## config.mk

```make
export PLATFORM = sky130hd
export DESIGN_NAME = i2c_register_access_sequencer
export DESIGN_NICKNAME = d
export VERILOG_FILES = /design/src/rtl/core/i2c_ras_pkg.sv /design/src/rtl/core/i2c_register_access_sequencer.sv
export SDC_FILE = /design/constraint.sdc
export NUM_CORES = 2
export LEC_CHECK = 0
export ABC_AREA = 1
export BUFFER_PORTS_ARGS = -buffer_cell sky130_fd_sc_hd__buf_4
export CAP_MARGIN = 10
export CELL_PAD_IN_SITES_DETAIL_PLACEMENT = 1
export CELL_PAD_IN_SITES_GLOBAL_PLACEMENT = 2
export CORE_MARGIN = 4
export CORE_UTILIZATION = 40
export DETAILED_ROUTE_END_ITERATION = 7
export PLACE_DENSITY = 0.85
export SLEW_MARGIN = 20
export SYNTH_ARGS = -nofsm -noshare
export SYNTH_HDL_FRONTEND = slang
export SYNTH_SLANG_ARGS = --single-unit
```

## constraint.sdc

```tcl
create_clock -name clk -period 6.14 [get_ports clk]
set_input_delay 0.614 -clock clk [delete_from_list [all_inputs] [get_ports clk]]
set_output_delay 0.614 -clock clk [all_outputs]
set_load 0.01 [all_outputs]
```

## src/rtl/core/i2c_ras_pkg.sv

```systemverilog
// Package with the constants and codes of the I2C register access sequencer.
`timescale 1ns / 1ps

package i2c_ras_pkg;

    localparam int BUF_DEPTH = 256;
    localparam int BUF_AW    = (BUF_DEPTH > 1) ? $clog2(BUF_DEPTH) : 1;

    typedef enum logic [2:0] {
        KIND_LOAD      = 3'd0,
        KIND_WRITE     = 3'd1,
        KIND_READ      = 3'd2,
        KIND_EVENT     = 3'd3,
        KIND_ACK_FAIL  = 3'd4
    } kind_t;

    localparam int ST_SB   = 0;
    localparam int ST_ADDR = 1;
    localparam int ST_MSL  = 2;
    localparam int ST_TRA  = 3;
    localparam int ST_TXE  = 4;
    localparam int ST_BTF  = 5;
    localparam int ST_RXNE = 6;

    localparam logic [1:0] CTL_KEEP    = 2'd0;
    localparam logic [1:0] CTL_ENABLE  = 2'd1;
    localparam logic [1:0] CTL_DISABLE = 2'd2;

    typedef struct packed {
        logic       send_valid;
        logic [7:0] send_byte;
        logic       send_from_buf;
        logic       gen_start;
        logic       gen_stop;
        logic [1:0] ack_control;
        logic [1:0] buffer_irq_control;
        logic [1:0] irq_control;
        logic       store_valid;
        logic [7:0] store_index;
        logic [7:0] store_byte;
        logic       noack_error;
    } result_t;

endpackage

```

## src/rtl/core/i2c_register_access_sequencer.sv

```systemverilog
// I2C master register access sequencer: turns host commands and bus events into bus actions.
//
// The input channel (in_valid/in_ready) carries one item per transfer: a buffer load, a
// register write or read command, a bus status event or an acknowledge failure. Every
// accepted item yields exactly one result on the output channel (out_valid/out_ready),
// in order, with the bus actions to take and any received byte to store.
// From input transfer to result, the item is registered, decided against the sequencer
// state and the transmit buffer, and the result is registered. The sequencer takes one
// item per cycle while the receiver does not stall; the single-port buffer read for a
// transmit byte is issued in the decide cycle and its registered data joins the result.
// Reset clears the pipeline, the counters, the address bytes and the not-acknowledge
// flag. The data buffer is not cleared and holds nothing valid until loaded.
// When the receiver stalls, the whole pipeline holds and in_ready falls in the same
// cycle, so no result is lost; in_ready does not depend on in_valid.
`timescale 1ns / 1ps

module i2c_register_access_sequencer (
    input  logic       clk,
    input  logic       rst_n,
    input  logic       in_valid,
    output logic       in_ready,
    input  logic [2:0] kind,
    input  logic [6:0] slave_addr,
    input  logic [7:0] reg_addr,
    input  logic [7:0] byte_count,
    input  logic [7:0] buf_index,
    input  logic [7:0] data_byte,
    input  logic [6:0] status_flags,
    output logic       out_valid,
    input  logic       out_ready,
    output logic       send_valid,
    output logic [7:0] send_byte,
    output logic       gen_start,
    output logic       gen_stop,
    output logic [1:0] ack_control,
    output logic [1:0] buffer_irq_control,
    output logic [1:0] irq_control,
    output logic       store_valid,
    output logic [7:0] store_index,
    output logic [7:0] store_byte,
    output logic       noack_error
);

    logic       advance;

    logic       s1_valid_reg;
    logic [2:0] s1_kind_reg;
    logic [6:0] s1_slave_reg;
    logic [7:0] s1_reg_reg;
    logic [7:0] s1_cnt_reg;
    logic [7:0] s1_idx_reg;
    logic [7:0] s1_dat_reg;
    logic [6:0] s1_st_reg;

    logic       s2_valid_reg;
    i2c_ras_pkg::result_t s2_res_reg;
    i2c_ras_pkg::result_t res_next;

    logic [7:0] address_byte_reg,   address_byte_next;
    logic [7:0] register_byte_reg,  register_byte_next;
    logic [7:0] remaining_reg,      remaining_next;
    logic [7:0] position_reg,       position_next;
    logic [7:0] pending_reg,        pending_next;
    logic       noack_reg,          noack_next;

    logic [7:0] buf_mem [i2c_ras_pkg::BUF_DEPTH];
    logic [7:0] rdata_reg;
    logic       mem_we;
    logic [7:0] mem_waddr;
    logic [7:0] mem_wdata;
    logic       mem_re;
    logic [7:0] rem_dec;
    logic       pos_in_range;
    logic       widx_in_range;
    logic       tx_sel;
    logic       btf_sel;

    assign advance  = !s2_valid_reg || out_ready;
    assign in_ready = advance;

    always_ff @(posedge clk or negedge rst_n)
    begin
        if (!rst_n)
        begin
            s1_valid_reg <= 1'b0;
            s2_valid_reg <= 1'b0;
        end
        else if (advance)
        begin
            s1_valid_reg <= in_valid;
            s2_valid_reg <= s1_valid_reg;
        end
    end

    always_ff @(posedge clk)
    begin
        if (advance)
        begin
            s1_kind_reg  <= kind;
            s1_slave_reg <= slave_addr;
            s1_reg_reg   <= reg_addr;
            s1_cnt_reg   <= byte_count;
            s1_idx_reg   <= buf_index;
            s1_dat_reg   <= data_byte;
            s1_st_reg    <= status_flags;
            s2_res_reg   <= res_next;
        end
    end

    always_ff @(posedge clk or negedge rst_n)
    begin
        if (!rst_n)
        begin
            address_byte_reg  <= 8'd0;
            register_byte_reg <= 8'd0;
            remaining_reg     <= 8'd0;
            position_reg      <= 8'd0;
            pending_reg       <= 8'd0;
            noack_reg         <= 1'b0;
        end
        else if (advance && s1_valid_reg)
        begin
            address_byte_reg  <= address_byte_next;
            register_byte_reg <= register_byte_next;
            remaining_reg     <= remaining_next;
            position_reg      <= position_next;
            pending_reg       <= pending_next;
            noack_reg         <= noack_next;
        end
    end

    assign pos_in_range  = ({1'b0, position_reg} < 9'(i2c_ras_pkg::BUF_DEPTH));
    assign widx_in_range = ({1'b0, mem_waddr} < 9'(i2c_ras_pkg::BUF_DEPTH));
    assign rem_dec       = remaining_reg - 8'd1;
    assign tx_sel        = s1_st_reg[i2c_ras_pkg::ST_TXE] && !s1_st_reg[i2c_ras_pkg::ST_BTF];
    assign btf_sel       = s1_st_reg[i2c_ras_pkg::ST_TXE] && s1_st_reg[i2c_ras_pkg::ST_BTF];

    always_comb
    begin
        address_byte_next  = address_byte_reg;
        register_byte_next = register_byte_reg;
        remaining_next     = remaining_reg;
        position_next      = position_reg;
        pending_next       = pending_reg;
        noack_next         = noack_reg;
        res_next           = '0;
        mem_we             = 1'b0;
        mem_waddr          = s1_idx_reg;
        mem_wdata          = s1_dat_reg;
        mem_re             = 1'b0;

        unique case (s1_kind_reg) inside
            i2c_ras_pkg::KIND_LOAD:
            begin
                mem_we = s1_valid_reg;
            end
            i2c_ras_pkg::KIND_WRITE, i2c_ras_pkg::KIND_READ:
            begin
                address_byte_next  = {s1_slave_reg, 1'b0};
                register_byte_next = s1_reg_reg;
                position_next      = 8'd0;
                if (s1_kind_reg == i2c_ras_pkg::KIND_WRITE)
                begin
                    remaining_next = s1_cnt_reg;
                    pending_next   = 8'd0;
                end
                else
                begin
                    remaining_next       = 8'd0;
                    pending_next         = s1_cnt_reg;
                    res_next.ack_control = i2c_ras_pkg::CTL_ENABLE;
                end
                res_next.irq_control = i2c_ras_pkg::CTL_ENABLE;
                res_next.gen_start   = 1'b1;
            end
            i2c_ras_pkg::KIND_EVENT:
            begin
                if (s1_st_reg[i2c_ras_pkg::ST_SB])
                begin
                    res_next.send_valid = 1'b1;
                    res_next.send_byte  = address_byte_reg;
                end
                else if (!s1_st_reg[i2c_ras_pkg::ST_MSL])
                begin
                    res_next.send_valid = 1'b0;
                end
                else if (s1_st_reg[i2c_ras_pkg::ST_ADDR])
                begin
                    if (s1_st_reg[i2c_ras_pkg::ST_TRA])
                    begin
                        res_next.send_valid = 1'b1;
                        res_next.send_byte  = register_byte_reg;
                        if (remaining_reg == 8'd0)
                        begin
                            res_next.buffer_irq_control = i2c_ras_pkg::CTL_DISABLE;
                        end
                    end
                    else
                    begin
                        position_next = 8'd0;
                        if (remaining_reg == 8'd1)
                        begin
                            res_next.ack_control = i2c_ras_pkg::CTL_DISABLE;
                            res_next.gen_stop    = 1'b1;
                        end
                    end
                end
                else if (tx_sel)
                begin
                    if (remaining_reg != 8'd0)
                    begin
                        res_next.send_valid    = 1'b1;
                        res_next.send_from_buf = pos_in_range;
                        mem_re                 = s1_valid_reg && pos_in_range;
                        position_next          = position_reg + 8'd1;
                        remaining_next         = rem_dec;
                        if (rem_dec == 8'd0)
                        begin
                            res_next.buffer_irq_control = i2c_ras_pkg::CTL_DISABLE;
                        end
                    end
                end
                else if (btf_sel)
                begin
                    if (pending_reg != 8'd0)
                    begin
                        remaining_next              = pending_reg;
                        pending_next                = 8'd0;
                        address_byte_next           = address_byte_reg + 8'd1;
                        res_next.buffer_irq_control = i2c_ras_pkg::CTL_ENABLE;
                        res_next.gen_start          = 1'b1;
                        res_next.send_valid         = 1'b1;
                    end
                    else
                    begin
                        res_next.gen_stop    = 1'b1;
                        res_next.irq_control = i2c_ras_pkg::CTL_DISABLE;
                    end
                end
                else if (s1_st_reg[i2c_ras_pkg::ST_RXNE])
                begin
                    mem_we               = s1_valid_reg;
                    mem_waddr            = position_reg;
                    res_next.store_valid = 1'b1;
                    res_next.store_index = position_reg;
                    res_next.store_byte  = s1_dat_reg;
                    position_next        = position_reg + 8'd1;
                    remaining_next       = rem_dec;
                    if (rem_dec == 8'd1)
                    begin
                        res_next.ack_control = i2c_ras_pkg::CTL_DISABLE;
                        res_next.gen_stop    = 1'b1;
                    end
                end
            end
            i2c_ras_pkg::KIND_ACK_FAIL:
            begin
                noack_next = 1'b1;
            end
            default:
            begin
                res_next.send_valid = 1'b0;
            end
        endcase

        res_next.noack_error = noack_next;
    end

    always_ff @(posedge clk)
    begin
        if (advance && mem_we && widx_in_range)
        begin
            buf_mem[mem_waddr[i2c_ras_pkg::BUF_AW-1:0]] <= mem_wdata;
        end
        if (advance && mem_re)
        begin
            rdata_reg <= buf_mem[position_reg[i2c_ras_pkg::BUF_AW-1:0]];
        end
    end

    assign out_valid          = s2_valid_reg;
    assign send_valid         = s2_res_reg.send_valid;
    assign send_byte          = s2_res_reg.send_from_buf ? rdata_reg : s2_res_reg.send_byte;
    assign gen_start          = s2_res_reg.gen_start;
    assign gen_stop           = s2_res_reg.gen_stop;
    assign ack_control        = s2_res_reg.ack_control;
    assign buffer_irq_control = s2_res_reg.buffer_irq_control;
    assign irq_control        = s2_res_reg.irq_control;
    assign store_valid        = s2_res_reg.store_valid;
    assign store_index        = s2_res_reg.store_index;
    assign store_byte         = s2_res_reg.store_byte;
    assign noack_error        = s2_res_reg.noack_error;

endmodule

```

==> metrics.md <==
| Metric | Value |
|---|---|
| Kind of critical path | reg2reg |
| R2R Setup Slk | a little under 1 ns |
| Measured slew at the worst slew-check pin | about 1.2 ns |
| Number of synthesized flops with an enable pin | roughly 2.1k |
| Leakage dissipation | between 0.03 and 0.04 µW |
| Final WL | approximately 280 mm |
| Die Wd | roughly 480 µm |
| Post-Synthesis Cell Area | 88660 µm² |
| #FFs+latches synth | roughly 2.2k |
| Io pins | 90 |
| Die Y | 478.8 µm |
| Vias in the first global route | between 60k and 70k |
| Router iterations before antenna repair | 6 |
| Reg2reg start | s1_kind_reg[2] |
| Outcome | finished, final reports clean |
| CP max-delay cell | nor2_1 |
| Power Density | between 300 and 400 nW/µm² |
| Max-slew headroom | between 20% and 30% |
| CTS Buffer Depth | 3 |
| Syn_area_per_cell | approximately 12 µm² |
| Critical Path Start | s1_kind_reg[2] |
| IO Port Bufs | 89 |
| Worst r2r dst | buf_mem[237][2] |
| CTS clk-pin slew, worst paths | about 0.070 ns |
| Worst skew pair latency | 0.88 ns |
| Levels on crit path | 11 |
| Fmax | just under 200 MHz |
| Final Hold Vio Count | 0 |
| Share of cells above drive strength 1 | under 10% |
| Fraction of registers with async set/reset | about 2.0% |
| Via density | approximately 5.6 |
| Synth Net Count | roughly 7.6k |
| DPL Wire Length | around 160 mm |
| Nets@finish | 7568 |
| Max Slew Vio Count | 0 |
| GR Util All Layers | between 20% and 30% |
| Vias after detailed routing | around 60k |
| Critical Path RT | between 6 and 7 ns |
| Seq/Total Area, Yosys | about three quarters |
| Final clock skew | 0.03318 ns |
| Final Setup Violations | 0 |
| Final ANT Viol Nets | 0 |
| Congestion Overflow GR | 0 |
| Total Neg Setup Slack | 0 ns |
| Worst EP arrival | about 5.7 ns |
| Syn. warnings | 0 |
| Initial core utilization | 40.27% |
| TritonCTS Buffers | 220 |
| Crit path launch type | flip-flop |
| CP Cell Sequence | inv_2, nand3_4, inv_2, nand2_2, nor2_2, nand3_2, nor2_1, a21oi_2, nor2_2, nand3_2, nor2_1 |
| CTS HTree Levels | 4 |
| WL per Instance | roughly 26 µm |
| Area grow syn2layout | 12.85% |
| Root Driver | clkbuf_16 |
| Count of unique library cells instantiated by Yosys | between 40 and 50 |
| Crit path max-delay family | simple AND/OR/NAND/NOR gates |
| Max-cap viol count | 0 |
| Drt initial violations | about 6.9k |
| # rows | 172 |
| Tcrit/Tclk final | a little over four fifths |
| Max stage delay on crit path | between 0.9 and 1 ns |
| Peak VDD IR | ~340 µV |
| Gpl congestion | about 0.86 |
| Unrepaired setup endpoints after global routing | false |
| First-pass GRT wire length | between 400 and 500 mm |
| R2R depth | 11 |
| Initial antenna violation count | 10 |
| Period minus WS final | a little over 5 ns |
| Filler instances | around 23k |
| Drt drc | 0 |
| Total power | between 30000 and 40000 µW |
| Core Area | roughly 220000 µm² |
| Max reg flops | between 2k and 2.5k |
| Worst Path Max Fanout | 32 |
| CP endpoint kind | flip-flop |
| Die ar. | ~230000 µm² |
| Worst path bufs/invs | 2 |
| Clock sink count | ~2.2k |
| Post-Syn Instances | about 7.6k |
| Most common flop cell mapped by yosys | edfxtp_1 |
| CTS tree | built |
| HP Class | in2async |
| Largest net degree at the start of global routing | between 150 and 200 |
[final cells by class]
type | count | area, µm² | area share, %
well taps | 2958 | 3701 | 3.699
flip-flops and latches | 2184 | 65390 | 65.35
clock inverters | 137 | 1484 | 1.483
clock buffers | 273 | 5827 | 5.824
diodes | 2 | 5.005 | 0.005002
repair buffers | 239 | 2322 | 2.321
multi-input cells | 4774 | 20960 | 20.95
inverters | 91 | 369.1 | 0.3689
[timing repair]
item / in CTS / in global routing
buffers inserted: 0 / 0
resized for setup: 0 / 0
hold buffers: 51 / 0
endpoints found under the hold margin: 93 / 0
setup endpoints to repair: 0 / 0
[placed cells by master (no fill, tap or decap), types with 3 or more instances in the layout]
cell and instances:
nand2_1 2324, edfxtp_1 2141, nand3_1 1866, nor2_1 349
clkbuf_16 222, buf_4 156, o21ai_0 70, inv_1 68
dlygate4sd3_1 51, clkinv_1 47, a21oi_1 45, clkbuf_1 43
dfrtp_1 37, clkinv_2 36, buf_12 32, bufinv_16 27
mux2_2 16, inv_2 15, o211ai_1 14, nand3_2 13
clkinvlp_4 12, nor2_2 10, xor2_1 10, nand4_1 8
clkbuf_8 8, nor3_1 7, clkinv_8 6, clkinv_4 6
ha_1 5, inv_6 5, o22ai_1 4, o21ai_2 4
dfrtp_4 4, inv_8 3, nand3b_1 3, a21oi_2 3
o31ai_1 3
[report_power, final]
| group | internal, µW | switching [µW] | total [µW] |
|---|---|---|---|
| logic | 940 | 2970 | 3910 |
| clock network | 7860 | 5770 | 13600 |
| registers | 16700 | 158 | 16900 |
| total | 25500 | 8890 | 34400 |
[routing by layer]
metal / share of wire (%) / track usage [%] / vias to the layer above
met3: 8.2 / 4.246 / 495
met4: 3.6 / 8.505 / 6
met5: 0.011 / 0 / -
met2: 47 / 38.96 / 2558
li1: - / - / 26561
met1: 41 / 33.03 / 30500
[synth_stat cells, drive strengths merged, types with 2 or more instances]
cell type,number,area share [%]
nor4,2,0.014
nand4,8,0.056
buf,128,0.69
a21oi,48,0.28
mux2,16,0.20
inv,88,0.37
o31ai,3,0.025
clkbuf,386,1.6
nand3,1880,11
o21a,2,0.017
xor2,10,0.099
nor3,7,0.040
nor2,361,1.6
clkinv,3,0.013
o211ai,14,0.12
o22ai,4,0.028
ha,5,0.071
edfxtp,2141,73
o21ai,75,0.44
a22oi,2,0.017
o221ai,2,0.020
dfrtp,43,1.2
nand2,2325,9.8
nand3b,3,0.025
[metrics by stage]
stage | util, % | instance area (µm²) | std cells | hold slack (ns) | worst slack (ns)
after CTS | 45.44 | 100000 | 10656 | 0.2861 | 1.050
after global routing | 45.44 | 100000 | 10657 | 0.3453 | 0.7412
after floorplan | - | 88660 | 7563 | 0.3184 | 2.077
final | 45.44 | 100100 | 10658 | 0.3211 | 0.9637
after detailed placement | 41.89 | 92220 | 10195 | 0.4707 | 1.115
after global placement | 41.89 | 92220 | 10195 | 0.4659 | 1.315
[worst reg2reg max path: stages (launching register included)]
cell and delay (ns):
edfxtp_1 0.44, inv_2 0.14, nand3_4 0.16, inv_2 0.45
nand2_2 0.16, nor2_2 0.15, nand3_2 0.54, nor2_1 0.40
a21oi_2 0.09, nor2_2 0.40, nand3_2 0.87, nor2_1 1.00
[worst max-delay path by stage]
stage / endpoint / slack [ns]
3_5_place_dp: buf_mem[189][3] / 1.12
5_1_grt: buf_mem[142][0] / 0.74
3_3_place_gp: buf_mem[19][6] / 1.32
2_1_floorplan: buf_mem[0][0] / 2.08
4_1_cts: buf_mem[142][4] / 1.05
6_report: buf_mem[237][2] / 0.96
[cell families after synthesis]
logic type	after synthesis	synth area share (%)
compound gates	155	0.9949
mux	16	0.2032
flops	2184	73.73
simple gates	4588	22.20
fa+ha+maj	5	0.07056
xor+xnor	10	0.09878
buf+inv	605	2.707
Note: power is estimated with default switching activity, not from simulation.
